[src/itrt_pkg.sv]
// Shared types, codes and the digit character function for the radix text converter.
`timescale 1ns / 1ps
package itrt_pkg;

  localparam int VALUE_W  = 64;
  localparam int DIV_BITS = 8;                    // quotient bits resolved per cycle
  localparam int DIV_STEPS = VALUE_W / DIV_BITS;  // division steps per digit
  localparam int STEP_W   = $clog2(DIV_STEPS);

  localparam logic [1:0] CMD_UDEC  = 2'd0;
  localparam logic [1:0] CMD_SDEC  = 2'd1;
  localparam logic [1:0] CMD_RADIX = 2'd2;
  localparam logic [1:0] CMD_NONE  = 2'd3;

  localparam logic [4:0] BASE_MIN = 5'd2;
  localparam logic [4:0] BASE_MAX = 5'd16;
  localparam logic [4:0] BASE_DEC = 5'd10;
  localparam logic [4:0] RADIX_RST = 5'd16;

  localparam logic [6:0] CH_MINUS = 7'h2D;

  typedef struct packed {
    logic load;        // latch a new value and set up the division
    logic div_step;    // resolve DIV_BITS quotient bits
    logic digit_wr;    // store the remainder as the next digit
    logic rd;          // fetch the next digit, most significant first
    logic emit_sign;   // present a minus sign
    logic emit_digit;  // present the fetched digit
    logic emit_last;   // the presented digit ends the number
  } itrt_cmd_t;

  typedef struct packed {
    logic q_zero;      // working quotient is zero
    logic cnt_last;    // the next stored digit fills the store
    logic cnt_zero;    // no digits left to fetch
    logic neg;         // a minus sign precedes the digits
  } itrt_stat_t;

  function automatic logic [6:0] digit_char(input logic [3:0] d);
    logic [6:0] c;
    if (d < 4'd10) begin
      c = 7'h30 + {3'b000, d};
    end else begin
      c = 7'h37 + {3'b000, d};
    end
    return c;
  endfunction

endpackage

[src/itrt_ram.sv]
// Generic single write port, single read port RAM with registered read data.
`timescale 1ns / 1ps
module itrt_ram #(
  parameter int WIDTH = 4,
  parameter int DEPTH = 64
) (
  input  logic                     clk,
  input  logic                     wr_en,
  input  logic [$clog2(DEPTH)-1:0] wr_addr,
  input  logic [WIDTH-1:0]         wr_data,
  input  logic                     rd_en,
  input  logic [$clog2(DEPTH)-1:0] rd_addr,
  output logic [WIDTH-1:0]         rd_data
);

  logic [WIDTH-1:0] mem [DEPTH];

  always_ff @(posedge clk) begin
    if (wr_en) begin
      mem[wr_addr] <= wr_data;
    end
    if (rd_en) begin
      rd_data <= mem[rd_addr];
    end
  end

endmodule

[src/itrt_ctrl.sv]
// Sequencing state machine: divide digit by digit, then emit sign and digits.
`timescale 1ns / 1ps
module itrt_ctrl import itrt_pkg::*; (
  input  logic       clk,
  input  logic       rst_n,
  input  logic       start,
  input  logic [1:0] in_cmd,
  input  itrt_stat_t stat,
  output itrt_cmd_t  ctl,
  output logic       busy
);

  typedef enum logic [2:0] {
    S_IDLE,
    S_DIV,
    S_STORE,
    S_SIGN,
    S_EMIT
  } state_t;

  state_t            state_r, state_nxt;
  logic [STEP_W-1:0] step_r, step_nxt;
  logic              busy_r;

  always_comb begin
    state_nxt = state_r;
    step_nxt  = step_r;
    ctl       = '0;
    case (state_r)
      S_IDLE: begin
        if (start && in_cmd != CMD_NONE) begin
          ctl.load  = 1'b1;
          step_nxt  = '0;
          state_nxt = S_DIV;
        end
      end
      S_DIV: begin
        ctl.div_step = 1'b1;
        step_nxt     = step_r + 1'b1;
        if (step_r == STEP_W'(DIV_STEPS - 1)) begin
          state_nxt = S_STORE;
        end
      end
      S_STORE: begin
        ctl.digit_wr = 1'b1;
        if (stat.q_zero || stat.cnt_last) begin
          state_nxt = S_SIGN;
        end else begin
          state_nxt = S_DIV;
        end
      end
      S_SIGN: begin
        ctl.emit_sign = stat.neg;
        ctl.rd        = 1'b1;
        state_nxt     = S_EMIT;
      end
      S_EMIT: begin
        ctl.emit_digit = 1'b1;
        ctl.emit_last  = stat.cnt_zero;
        if (stat.cnt_zero) begin
          state_nxt = S_IDLE;
        end else begin
          ctl.rd = 1'b1;
        end
      end
      default: begin
        state_nxt = S_IDLE;
      end
    endcase
  end

  always_ff @(posedge clk) begin
    if (!rst_n) begin
      state_r <= S_IDLE;
      step_r  <= '0;
      busy_r  <= 1'b0;
    end else begin
      state_r <= state_nxt;
      step_r  <= step_nxt;
      busy_r  <= (state_nxt != S_IDLE);
    end
  end

  assign busy = busy_r;

endmodule

[src/itrt_dp.sv]
// Datapath: magnitude, shared digit divider, digit store and output register.
`timescale 1ns / 1ps
module itrt_dp import itrt_pkg::*; #(
  parameter int MAX_DIGITS = 64
) (
  input  logic               clk,
  input  logic               rst_n,
  input  logic               cfg_valid,
  input  logic [4:0]         cfg_radix,
  input  logic [1:0]         in_cmd,
  input  logic               in_wide,
  input  logic [VALUE_W-1:0] in_value,
  input  itrt_cmd_t          ctl,
  output itrt_stat_t         stat,
  output logic               out_valid,
  output logic [6:0]         out_character,
  output logic               out_last
);

  localparam int ADDR_W = $clog2(MAX_DIGITS);
  localparam int CNT_W  = $clog2(MAX_DIGITS + 1);

  logic [4:0]         radix_r;
  logic [4:0]         base_r;
  logic [VALUE_W-1:0] q_r;
  logic [3:0]         rem_r;
  logic [CNT_W-1:0]   cnt_r;
  logic               neg_r;
  logic               out_valid_r;
  logic [6:0]         out_char_r;
  logic               out_last_r;

  logic [VALUE_W-1:0] mag;
  logic               neg;
  logic [4:0]         base;
  logic [VALUE_W-1:0] q_step;
  logic [3:0]         rem_step;
  logic [CNT_W-1:0]   cnt_dec;
  logic [3:0]         rd_data;

  // Magnitude and sign of the incoming value.
  always_comb begin
    neg = 1'b0;
    if (!in_wide) begin
      mag = {32'd0, in_value[31:0]};
      if (in_cmd == CMD_SDEC && in_value[31]) begin
        neg = 1'b1;
        mag = {32'd0, ~in_value[31:0] + 32'd1};
      end
    end else begin
      mag = in_value;
      if (in_cmd == CMD_SDEC && in_value[VALUE_W-1]) begin
        neg = 1'b1;
        mag = ~in_value + 1'b1;
      end
    end
  end

  always_comb begin
    base = BASE_DEC;
    if (in_cmd == CMD_RADIX) begin
      if (radix_r < BASE_MIN) begin
        base = BASE_MIN;
      end else if (radix_r > BASE_MAX) begin
        base = BASE_MAX;
      end else begin
        base = radix_r;
      end
    end
  end

  // Restoring division, DIV_BITS quotient bits per cycle.
  always_comb begin
    logic [4:0] t;
    q_step   = q_r;
    rem_step = rem_r;
    for (int i = 0; i < DIV_BITS; i++) begin
      t      = {rem_step, q_step[VALUE_W-1]};
      q_step = {q_step[VALUE_W-2:0], 1'b0};
      if (t >= base_r) begin
        rem_step  = 4'(t - base_r);
        q_step[0] = 1'b1;
      end else begin
        rem_step = t[3:0];
      end
    end
  end

  assign cnt_dec = cnt_r - 1'b1;

  always_ff @(posedge clk) begin
    if (!rst_n) begin
      radix_r     <= RADIX_RST;
      q_r         <= '0;
      cnt_r       <= '0;
      neg_r       <= 1'b0;
      rem_r       <= '0;
      base_r      <= BASE_DEC;
      out_valid_r <= 1'b0;
      out_last_r  <= 1'b0;
    end else begin
      if (cfg_valid) begin
        radix_r <= cfg_radix;
      end
      if (ctl.load) begin
        q_r    <= mag;
        neg_r  <= neg;
        base_r <= base;
        rem_r  <= '0;
        cnt_r  <= '0;
      end else if (ctl.div_step) begin
        q_r   <= q_step;
        rem_r <= rem_step;
      end else if (ctl.digit_wr) begin
        rem_r <= '0;
        cnt_r <= cnt_r + 1'b1;
      end else if (ctl.rd) begin
        cnt_r <= cnt_dec;
      end
      out_valid_r <= ctl.emit_sign | ctl.emit_digit;
      out_last_r  <= ctl.emit_digit & ctl.emit_last;
    end
  end

  always_ff @(posedge clk) begin
    out_char_r <= ctl.emit_sign ? CH_MINUS : digit_char(rd_data);
  end

  itrt_ram #(
    .WIDTH (4),
    .DEPTH (MAX_DIGITS)
  ) u_store (
    .clk     (clk),
    .wr_en   (ctl.digit_wr),
    .wr_addr (cnt_r[ADDR_W-1:0]),
    .wr_data (rem_r),
    .rd_en   (ctl.rd),
    .rd_addr (cnt_dec[ADDR_W-1:0]),
    .rd_data (rd_data)
  );

  assign stat.q_zero   = (q_r == '0);
  assign stat.cnt_last = (cnt_r == CNT_W'(MAX_DIGITS - 1));
  assign stat.cnt_zero = (cnt_r == '0);
  assign stat.neg      = neg_r;

  assign out_valid     = out_valid_r;
  assign out_character = out_char_r;
  assign out_last      = out_last_r;

endmodule

[src/integer_to_radix_text.sv]
// Top level of the integer to radix text converter.
`timescale 1ns / 1ps
// Converts one 32- or 64-bit integer per transaction into ASCII text, most
// significant character first. in_cmd selects unsigned decimal, signed decimal
// (leading '-' when negative) or unsigned in the radix held in the
// configuration register (2 to 16, out-of-range values clamp; reset 16). A
// transaction is taken when start is high and busy is low; a transaction with
// the unused command code is dropped and produces no characters. Characters
// come out on out_character, one per cycle marked by out_valid, with out_last
// on the final one; they cannot be held off, so sample every strobe. The
// digits are produced by one shared divider that resolves 8 quotient bits per
// cycle; each digit is divided and then stored into the digit RAM, and the
// text then drains at one character per cycle out of that RAM. Write the
// radix only while busy is low; cfg_ready is always high.
module integer_to_radix_text import itrt_pkg::*; #(
  parameter int MAX_DIGITS = 64
) (
  input  logic               clk,
  input  logic               rst_n,
  // command channel
  input  logic               start,
  output logic               busy,
  input  logic [1:0]         in_cmd,
  input  logic               in_wide,
  input  logic [VALUE_W-1:0] in_value,
  // character stream
  output logic               out_valid,
  output logic [6:0]         out_character,
  output logic               out_last,
  // radix register write
  input  logic               cfg_valid,
  output logic               cfg_ready,
  input  logic [4:0]         cfg_radix
);

  itrt_cmd_t  ctl;
  itrt_stat_t stat;

  // Register writes are always taken; the user must write only while idle, which the block itself does not enforce.
  assign cfg_ready = 1'b1;

  // Controller: sequences divide, store and drain.
  itrt_ctrl u_ctrl (
    .clk    (clk),
    .rst_n  (rst_n),
    .start  (start),
    .in_cmd (in_cmd),
    .stat   (stat),
    .ctl    (ctl),
    .busy   (busy)
  );

  // Datapath: magnitude, divider, digit store, output register.
  itrt_dp #(
    .MAX_DIGITS (MAX_DIGITS)
  ) u_dp (
    .clk           (clk),
    .rst_n         (rst_n),
    .cfg_valid     (cfg_valid & cfg_ready),
    .cfg_radix     (cfg_radix),
    .in_cmd        (in_cmd),
    .in_wide       (in_wide),
    .in_value      (in_value),
    .ctl           (ctl),
    .stat          (stat),
    .out_valid     (out_valid),
    .out_character (out_character),
    .out_last      (out_last)
  );

`ifndef SYNTHESIS
  // A character only ever follows a cycle in which a transaction was in flight.
  a_out_after_busy: assert property (@(posedge clk) disable iff (!rst_n)
    out_valid |-> $past(busy))
    else $error("character strobe without a transaction in flight");

  // The unused command is dropped without starting any work.
  a_drop_unused: assert property (@(posedge clk) disable iff (!rst_n)
    (start && !busy && in_cmd == CMD_NONE) |=> !busy)
    else $error("unused command started a conversion");

  // The last character closes the stream: nothing follows on the next cycle.
  a_last_closes: assert property (@(posedge clk) disable iff (!rst_n)
    (out_valid && out_last) |=> !out_valid)
    else $error("character strobe directly after the last character");

  // At most one of load, divide step, digit store and digit fetch is commanded at a time.
  a_ctl_exclusive: assert property (@(posedge clk) disable iff (!rst_n)
    $countones({ctl.load, ctl.div_step, ctl.digit_wr, ctl.rd}) <= 1)
    else $error("conflicting datapath commands");
`endif

endmodule

[config.mk]
export PLATFORM = sky130hd
export DESIGN_NAME = integer_to_radix_text
export DESIGN_NICKNAME = d
export VERILOG_FILES = /design/src/itrt_pkg.sv /design/src/itrt_ram.sv /design/src/itrt_ctrl.sv /design/src/itrt_dp.sv /design/src/integer_to_radix_text.sv
export SDC_FILE = /design/constraint.sdc
export NUM_CORES = 1
export LEC_CHECK = 0
export ABC_AREA = 0
export CORE_MARGIN = 2
export CORE_UTILIZATION = 58
export DETAILED_ROUTE_END_ITERATION = 7
export DONT_BUFFER_PORTS = 1
export GPL_ROUTABILITY_DRIVEN = 0
export GPL_TIMING_DRIVEN = 0
export HOLD_SLACK_MARGIN = 0.05
export PLACE_DENSITY = 0.75
export SYNTH_ARGS = -nofsm -noshare
export SYNTH_HDL_FRONTEND = slang
export SYNTH_SLANG_ARGS = --single-unit
[constraint.sdc]
create_clock -name clk -period 10.6 [get_ports clk]
set_input_delay 2.12 -clock clk [delete_from_list [all_inputs] [get_ports clk]]
set_output_delay 2.12 -clock clk [all_outputs]
set_load 0.03 [all_outputs]
Word level (Yosys, flattened, before mapping)
Memory sizes are Yosys's and may differ from the RTL's. A register that Yosys moved wholly into a read port is not among the register bits.
Index checks and enable logic that the tools add are counted.
Widths: inputs -> output; s select.
{"block": "classes", "div": 0, "reduce_logical": 15, "n_addsub": 15, "eq_ne": 10, "bitwise": 6, "mul": 0, "n_mux": 49, "n_shift": 0, "order_cmp": 11}
{"cell": "$mux 64", "count": 4}
{"cell": "$add 64x1->64 const B", "count": 1}
{"cell": "$logic_not 64->1", "count": 1}
{"cell": "$not 64->64", "count": 1}
{"cell": "$ge 5x5->1", "count": 8}
{"cell": "$mux 4", "count": 10}
{"cell": "$add 32x1->32 const B", "count": 1}
{"cell": "$mux 32", "count": 1}
{"cell": "$not 32->32", "count": 1}
{"cell": "$sub 4x4->4", "count": 8}
{"cell": "$mux 7", "count": 3}
{"cell": "$mux 1", "count": 19}
{"cell": "$mux 5", "count": 3}
{"cell": "$pmux 3 s5", "count": 1}
{"cell": "$add 6x4->7 const A", "count": 2}
{"cell": "$mux 3", "count": 4}
{"cell": "$reduce_bool 2->1", "count": 4}
{"cell": "$add 7x1->7 const B", "count": 1}
{"cell": "$eq 7x6->1 const B", "count": 1}
{"cell": "$logic_not 7->1", "count": 1}
{"cell": "$sub 7x1->7 const B", "count": 1}
{"cell": "$eq 3x2->1 const B", "count": 2}
{"cell": "$eq 3x3->1 const B", "count": 2}
{"cell": "$pmux 3 s2", "count": 1}
{"cell": "other kinds (20)", "count": 25}
{"block": "word_totals", "inputBits": 76, "rom_bits": 0, "ram_bits": 256, "memories": 1, "wordCells": 119, "output_inout_bits": 11, "regBits": 102, "latchBits": 0}
{"name": "u_dp.u_store.mem", "words": 64, "width": 4, "rd": 1, "rd_ports_with_merged_regs": 1, "write_ports": 1, "line": "itrt_ram.sv:16", "text": "logic [WIDTH-1:0] mem [DEPTH];"}

Logic depth before layout (Yosys ltp)
Gate-level depths: netlist of run 1.
{"block": "logic_depth", "depth_word": 18, "depth_mapped": 51, "ltp_nobuf": 50}

Modules after synthesis
A second synthesis of run 1 with hierarchy kept.
{"block": "hier_totals", "cells_unflattened": 1520, "hier_area_um2": 18562.8}
{"module": "itrt_ram", "seq_area_each_um2": 7807.5, "area_each_um2": 10447.5, "cells_each": 521, "n_inst": 1}
{"module": "itrt_dp", "seq_area_each_um2": 1901.8, "area_each_um2": 7713.6, "cells_each": 952, "n_inst": 1}
{"module": "itrt_ctrl", "seq_area_each_um2": 140.1, "area_each_um2": 390.4, "cells_each": 45, "n_inst": 1}
{"module": "integer_to_radix_text", "seq_area_each_um2": 0.0, "area_each_um2": 11.3, "cells_each": 2, "n_inst": 1}

Least setup slack after synthesis of run 1
OpenSTA, ideal clock, no wires.
{"block": "synth_path", "path_kind": "reg-to-reg", "startpoint": "register u_dp.rem_r[1]", "endpoint": "register u_dp.rem_r[1]", "required_ns": 10.514, "setup_ns": 0.086, "path_stages_with_launch": 44, "period_less_slack_ns": 11.091, "setup_slack_ns": -0.491, "path_buffers": 1, "arrival_ns": 11.005, "cell_sequence": "dfxtp_1 > ha_1 > a21oi_1 > o21ai_0 > a21o_1 > a21oi_1 > mux2_2 > ha_1 > a31oi_1 > mux2_2 > inv_1 > ha_1 > a21o_1 > a31oi_1 > o21ai_1 > mux2_2 > inv_1 > ha_1 > [8 not listed] > a31o_2 > clkbuf_1 > mux2i_1 > ha_1 > a21o_1 > a31oi_1 > o21ai_1 > nor2b_1 > or2_2 > ha_1 > nor2_1 > o31ai_1 > mux2_2 > ha_1 > nand2_1 > o31ai_1 > mux2i_1 > a211oi_1"}
{"block": "synth_between", "elab_chain_len": 17, "word_cells_on_any_way": 25, "classes_between": "add/sub (8); order compare (8); mux (9)"}
{"item": "start: declaration", "line": "itrt_dp.sv:26", "text": "logic [3:0] rem_r;"}
{"item": "start signal: assignment", "line": "itrt_dp.sv:113", "text": "rem_r <= rem_step;"}
{"item": "$sub 4x4->4 / $ge 5x5->1 (equally long branches)", "line": "itrt_dp.sv:81, itrt_dp.sv:80"}
{"item": "$mux 4 (*)", "line": "itrt_dp.sv:80", "text": "if (t >= base_r) begin"}
{"item": "$sub 4x4->4 / $ge 5x5->1 (equally long branches)", "line": "itrt_dp.sv:81, itrt_dp.sv:80"}
{"item": "$mux 4 (*)", "line": "itrt_dp.sv:80"}
{"item": "$ge 5x5->1 / $sub 4x4->4 (equally long branches)", "line": "itrt_dp.sv:80, itrt_dp.sv:81"}
{"item": "$mux 4 (*)", "line": "itrt_dp.sv:80"}
{"item": "$sub 4x4->4 / $ge 5x5->1 (equally long branches)", "line": "itrt_dp.sv:81, itrt_dp.sv:80"}
{"item": "$mux 4 (*)", "line": "itrt_dp.sv:80"}
{"item": "$sub 4x4->4 / $ge 5x5->1 (equally long branches)", "line": "itrt_dp.sv:81, itrt_dp.sv:80"}
{"item": "$mux 4 (*)", "line": "itrt_dp.sv:80"}
{"item": "$sub 4x4->4 / $ge 5x5->1 (equally long branches)", "line": "itrt_dp.sv:81, itrt_dp.sv:80"}
{"item": "$mux 4 (*)", "line": "itrt_dp.sv:80"}
{"item": "$ge 5x5->1 / $sub 4x4->4 (equally long branches)", "line": "itrt_dp.sv:80, itrt_dp.sv:81"}
{"item": "$mux 4 (*)", "line": "itrt_dp.sv:80"}
{"item": "$sub 4x4->4 / $ge 5x5->1 (equally long branches)", "line": "itrt_dp.sv:81, itrt_dp.sv:80"}
{"item": "$mux 4 (*)", "line": "itrt_dp.sv:80"}
{"item": "$mux 4 (*)", "line": "itrt_dp.sv:111", "text": "end else if (ctl.div_step) begin"}
Mark *: on every way between the ends. The rest lies on a longest branch, timed or not.
A chain may end at the register's enable or synchronous reset.

Worst setup path after layout of run 1
{"block": "layout_path", "startpoint": "register u_dp.q_r[63]", "endpoint": "register u_dp.rem_r[1]"}
{"block": "layout_between", "elab_chain_len": 17, "word_cells_on_any_way": 25, "classes_between": "add/sub (8); order compare (8); mux (9)"}
{"item": "start: declaration", "line": "itrt_dp.sv:25", "text": "logic [VALUE_W-1:0] q_r;"}
{"item": "start signal: assignment", "line": "itrt_dp.sv:106", "text": "q_r <= mag;"}
{"item": "start signal: assignment", "line": "itrt_dp.sv:112", "text": "q_r <= q_step;"}
{"item": "$sub 4x4->4 / $ge 5x5->1 (equally long branches)", "line": "itrt_dp.sv:81, itrt_dp.sv:80"}
{"item": "$mux 4 (*)", "line": "itrt_dp.sv:80"}
{"item": "$sub 4x4->4 / $ge 5x5->1 (equally long branches)", "line": "itrt_dp.sv:81, itrt_dp.sv:80"}
{"item": "$mux 4 (*)", "line": "itrt_dp.sv:80"}
{"item": "$sub 4x4->4 / $ge 5x5->1 (equally long branches)", "line": "itrt_dp.sv:81, itrt_dp.sv:80"}
{"item": "$mux 4 (*)", "line": "itrt_dp.sv:80"}
{"item": "$sub 4x4->4 / $ge 5x5->1 (equally long branches)", "line": "itrt_dp.sv:81, itrt_dp.sv:80"}
{"item": "$mux 4 (*)", "line": "itrt_dp.sv:80"}
{"item": "$ge 5x5->1 / $sub 4x4->4 (equally long branches)", "line": "itrt_dp.sv:80, itrt_dp.sv:81"}
{"item": "$mux 4 (*)", "line": "itrt_dp.sv:80"}
{"item": "$sub 4x4->4 / $ge 5x5->1 (equally long branches)", "line": "itrt_dp.sv:81, itrt_dp.sv:80"}
{"item": "$mux 4 (*)", "line": "itrt_dp.sv:80"}
{"item": "$ge 5x5->1 / $sub 4x4->4 (equally long branches)", "line": "itrt_dp.sv:80, itrt_dp.sv:81"}
{"item": "$mux 4 (*)", "line": "itrt_dp.sv:80"}
{"item": "$sub 4x4->4 / $ge 5x5->1 (equally long branches)", "line": "itrt_dp.sv:81, itrt_dp.sv:80"}
{"item": "$mux 4 (*)", "line": "itrt_dp.sv:80"}
{"item": "$mux 4 (*)", "line": "itrt_dp.sv:111"}
Marked as above.

==> results of run 1 <==
==> layer usage <==
layer,part of all wire,global-route usage,vias to the layer above
li1,-,-,5998
met1,0.37,0.366,6600
met2,0.49,0.498,847
met3,0.10,0.0609,183
met4,0.046,0.132,0
met5,0,0,-
==> per-stage QoR <==
stage | utilization | setup TNS (ns) | hold slack [ns]
6_report | 0.662 | 0 | 0.483
5_1_grt | 0.662 | -0.114 | 0.509
4_1_cts | 0.651 | 0 | 0.481
3_5_place_dp | 0.608 | -11.99 | 0.471
3_3_place_gp | 0.607 | -12.28 | 0.457
2_1_floorplan | - | 0 | 0.445
==> cell type report <==
cell class / instances / area share
Inverter: 47 / 0.00903
Buffer: 81 / 0.0167
Tap cell: 396 / 0.0243
Multi-Input combinational cell: 1028 / 0.391
Clock inverter: 16 / 0.00762
Clock buffer: 51 / 0.0505
Timing Repair Buffer: 33 / 0.0154
Sequential cell: 362 / 0.485
==> cells by family after synthesis <==
family / count (synthesis) / synth area share
compound gates: 305 / 0.113
xor+xnor: 62 / 0.0299
fa+ha+maj: 54 / 0.0405
buf+inv: 128 / 0.0282
flops: 362 / 0.542
mux: 111 / 0.112
other cells: 1 / 0.000206
simple gates: 495 / 0.134
==> flip-flops by register name, indices dropped and copies added (netlist names), 4 cells and up <==
signal / count
u_dp.radix_r: 5
u_dp.rem_r: 4
u_dp.cnt_r: 7
u_dp.u_store.rd_data: 4
u_dp.q_r: 64
u_dp.base_r: 5
u_dp.u_store.mem: 256
u_dp.out_character: 7
==> cells in the mapped netlist (5+ instances only) <==
cell type	n	area, µm²
o22ai_1	12	75.1
a21o_1	17	128
clkbuf_1	53	199
nand3_1	47	235
a31oi_1	19	119
o41ai_1	5	43.8
dfxtp_1	102	2040
buf_1	10	37.5
o221ai_1	34	298
inv_1	47	176
o21ai_0	44	220
nor2_1	173	649
nand4_1	18	113
nor4_1	35	219
and2_1	8	50.1
and3_1	9	56.3
nor2b_1	13	81.3
nand2_1	96	360
mux2i_1	27	270
a21oi_1	84	420
nand3b_1	7	52.6
mux4_2	72	1620
xor2_1	27	236
mux2_2	12	135
a22oi_1	8	60.1
ha_1	46	576
nor3b_1	5	37.5
xnor2_1	35	307
edfxtp_1	260	7810
buf_2	16	80.1
o31ai_1	11	82.6
a221oi_1	5	43.8
a211oi_1	11	82.6
nand2b_1	13	81.3
fa_1	8	160
o211ai_1	8	60.1
or3_1	11	68.8
nor3_1	35	175
o221a_2	6	67.6
==> worst paths after layout <==
kind / startpoint / end / cells past startpoint
worst max-delay path: u_dp.q_r[63] / u_dp.rem_r[1] / 48
worst min-delay path: u_ctrl.step_r[1] / u_ctrl.step_r[1] / 2
worst max register to register: u_dp.q_r[63] / u_dp.rem_r[1] / 48
worst min register to register: u_ctrl.step_r[1] / u_ctrl.step_r[1] / 2
==> tightest hold or removal path, stage by stage, from the launching register on <==
cell,delay [ns]
dfxtp_1,0.31
nand3_1,0.07
a21oi_1,0.06
==> repair_timing <==
| item | CTS | global route |
|---|---|---|
| endpoints found under the hold margin | 0 | 0 |
| endpoints found under the setup margin | 6 | 5 |
| buffers inserted | 5 | 27 |
| pin swaps | 4 | 9 |
| gates resized for setup | 20 | 26 |
==> reports/metrics.cfg, run 1 <==
[drt]
ant_nets=0
num_vias=13600
dr.first_iter.drc_count=1707
drcViolationCount=0
via_per_inst=6.77
finalWirelength_um=49000
dr.pass1.iters=6
wl_per_cell_um=24.3

[die]
coreArea_um2=30700
start_util=0.591
die_w_um=181
ios=87
dieArea_um2=32700
die_h_um=181
num_rows=64

[logic_synthesis]
syn_inst=1518
yosysWarnings=0
avgSynthCellArea_um2=12.0
synthArstFlopShare=0
ys_seq_area_frac=0.542
synth_cell_types=74
synth_area_um2=18200
synth_edf_count=260
synth_fp_nets=1648
ys_ff_latch=362
synthFlopType=edfxtp_1

[critical_path]
worstSetupEndpointType=flop
startpoint_type=flop
crit_top_cell=ha_1
cp_data_required_time_ns=10.99
worst-path-buf-inv=7
crit_slowest_cell=o31ai_4
crit_fanout=10
critPathTopFamily=compound AO/OA/AOI/OAI gates
crit_type=reg -> reg
crit_path_max_incr_delay_ns=0.43
critPathArrivalTime_ns=10.51
r2r_slack_ns=0.47

[placement]
hpwl_um=33200
place_ws_ns=-2.30
dpl_cell_area_um2=18700
dp_cells=1915
portBuffers=0

[layout]
stdcell_area_um2=20400
diodes=0
fillCellCount=2265
ff_latch_area_um2=9880
final_common_cell=edfxtp_1
stdcell_count=2014
multiInputGateArea_um2=7970
synthToLayoutAreaGrowth_pct=12.1
layout-drive-gt1-share=0.150
fin_nets=1720
layout_common_cells=260 x edfxtp_1, 173 x nor2_1, 96 x nand2_1

[global_route]
grt_pass1_wl_um=74700
grt_usage=0.294
grt_pass1_vias=13500
grt_max_degree=68
grt_antenna_before_repair=1
grt_remaining_overflow=0

[timing]
fin_skew_ns=0.0255
fin_ws_ns=0.471
worstMarginPinSlew_ns=1.10
drv_slew=0
fin_crit_sh=0.956
relSlewSlack=0.261
post-route-min-period_ns=10.13
setup_violations=0
hold_violations=0
fmax_mhz=98.7

[clock_tree]
clk_pin_slew_ns=0.06
root_buffer=clkbuf_16
cts.htree.levels=2
cts_tree=done
cts_hold_buf=0
clock_latency_ns=0.54
cts_inserted_buffers=37
clock_sinks=362
cts_buffer_depth=3

[run]
drv_cap=0

[run_status]
status=complete, no violations

[worst_hold_path]
hp-class=reg -> reg

Power of run 1 is not shown: default switching activity piles up to over one toggle a cycle in this logic, so the estimate is an artifact.
==> run 2: changes to the inputs <==
--- a/config.mk
+++ b/config.mk
@@ -7,13 +7,13 @@
 export LEC_CHECK = 0
 export ABC_AREA = 0
 export CORE_MARGIN = 2
-export CORE_UTILIZATION = 58
+export CORE_UTILIZATION = 59
 export DETAILED_ROUTE_END_ITERATION = 7
 export DONT_BUFFER_PORTS = 1
 export GPL_ROUTABILITY_DRIVEN = 0
 export GPL_TIMING_DRIVEN = 0
 export HOLD_SLACK_MARGIN = 0.05
-export PLACE_DENSITY = 0.75
+export PLACE_DENSITY = 0.84
 export SYNTH_ARGS = -nofsm -noshare
 export SYNTH_HDL_FRONTEND = slang
 export SYNTH_SLANG_ARGS = --single-unit
==> constraint.sdc (replaced) <==
create_clock -name clk -period 9.7 [get_ports clk]
set_input_delay 1.94 -clock clk [delete_from_list [all_inputs] [get_ports clk]]
set_output_delay 1.94 -clock clk [all_outputs]
set_load 0.03 [all_outputs]
==> run 2 against run 1 <==
Against the previous run: the flow now finishes with violations (design-rule violations, negative setup slack); die area shrank 1.7%; clock skew grew 0.011 ns; largest cell class unchanged; via count grew 11%; utilization grew 3.1 points; flip-flop and latch count is the same.
==> reports/metrics.cfg, run 2 (synthesis results as in run 1) <==
[run_status]
status=finished, violations left
violations=design-rule violations, negative setup slack

[layout]
fin_nets=1753
layout-drive-gt1-share=0.198
final_common_cell=edfxtp_1
fillCellCount=1934
largestRegisters=u_dp.u_store.mem x256, u_dp.q_r x64
synthToLayoutAreaGrowth_pct=16.1
diodes=0
top_register=u_dp.u_store.mem
post-route-util=0.693
largest_reg_flops=256
layout_common_cells=260 x edfxtp_1, 172 x nor2_1, 94 x dfxtp_1
stdcell_area_um2=21100

[timing]
relSlewSlack=0.294
worstMarginPinSlew_ns=1.05
fin_crit_sh=1.07
rsz0062_at_grt=true
hold_violations=0
fmax_mhz=96.0
fin_skew_ns=0.0365
fin_ws_ns=-0.720
post-route-min-period_ns=10.42
drv_slew=0
setup_violations=5

[global_route]
grt_remaining_overflow=0
grt_max_degree=35
grt_pass1_wl_um=81100
grt_usage=0.324
grt_pass1_vias=14100
grt_antenna_before_repair=1

[critical_path]
crit_path_max_incr_delay_ns=0.52
crit_type=reg -> reg
crit_slowest_cell=o31ai_4
startpoint_type=flop
worstSetupEndpointType=flop
crit_top_cell=a21o_1
crit_fanout=8
critPathTopFamily=compound AO/OA/AOI/OAI gates
critPathArrivalTime_ns=10.82
worst-path-buf-inv=8
cp_data_required_time_ns=10.10

[drt]
finalWirelength_um=60100
drcViolationCount=5
dr.first_iter.drc_count=2925
wl_per_cell_um=29.4
num_vias=15100
dr.pass1.iters=8
ant_nets=0
via_per_inst=7.40

[die]
num_rows=64
start_util=0.597
die_w_um=179
dieArea_um2=32200
die_h_um=179
ios=87
coreArea_um2=30400

[clock_tree]
root_buffer=clkbuf_16
cts_hold_buf=0
cts_tree=done
cts.htree.levels=2
clock_latency_ns=0.55
clk_pin_slew_ns=0.07
cts_inserted_buffers=37
cts_buffer_depth=3
clock_sinks=362

[worst_hold_path]
hp-class=reg -> reg

[placement]
hpwl_um=33400
portBuffers=0
dpl_cell_area_um2=18700

[run]
drv_cap=0

-- run 2: what timing repair did --
action | CTS | global route
resized for setup | 41 | 88
pin swaps | 16 | 53
buffers inserted | 31 | 35
setup endpoints to repair | 6 | 5
gates cloned | 1 | 1
-- run 2: per-stage QoR --
| step | setup WS, ns | TNS, ns | instances | hold WS, ns |
|---|---|---|---|---|
| floorplan | 0.0186 | 0 | 1518 | 0.445 |
| global placement | -1.56 | -7.85 | 1914 | 0.457 |
| detailed placement | -1.91 | -10.02 | 1914 | 0.470 |
| CTS | 0.00684 | 0 | 2011 | 0.480 |
| global route | -0.838 | -3.96 | 2045 | 0.521 |
| finish | -0.720 | -3.31 | 2045 | 0.486 |
-- run 2: cell type report --
class | instances | area [µm²] | area share
sequential | 362 | 9880 | 0.469
multi-input combinational | 1030 | 8460 | 0.401
buffer | 80 | 332 | 0.0157
clock inverter | 13 | 91.3 | 0.00433
timing repair buffer | 65 | 579 | 0.0275
clock buffer | 52 | 1050 | 0.0500
tap | 396 | 495 | 0.0235
inverter | 47 | 194 | 0.00920
-- run 2: worst paths after layout --
check             slack (ns)                to  cells after the start              from
setup reg to reg       -0.72     u_dp.rem_r[1]                     49    u_dp.base_r[2]
hold reg to reg         0.49  u_ctrl.step_r[2]                      2  u_ctrl.step_r[2]
hold / removal          0.49  u_ctrl.step_r[2]                      2  u_ctrl.step_r[2]
setup / recovery       -0.72     u_dp.rem_r[1]                     49    u_dp.base_r[2]
-- run 2: layer usage --
layer | wire length (µm) | global-route usage
met1 | 19900 | 0.424
met2 | 27100 | 0.513
met4 | 4410 | 0.138
met3 | 8660 | 0.0881
met5 | 15 | 0
-- run 2: tightest hold or removal path, cell delays in order (launching register included) --
cell,delay [ns]
dfxtp_1,0.32
nand3_1,0.07
a21oi_1,0.06
Power of run 2 is left out for the same reason.
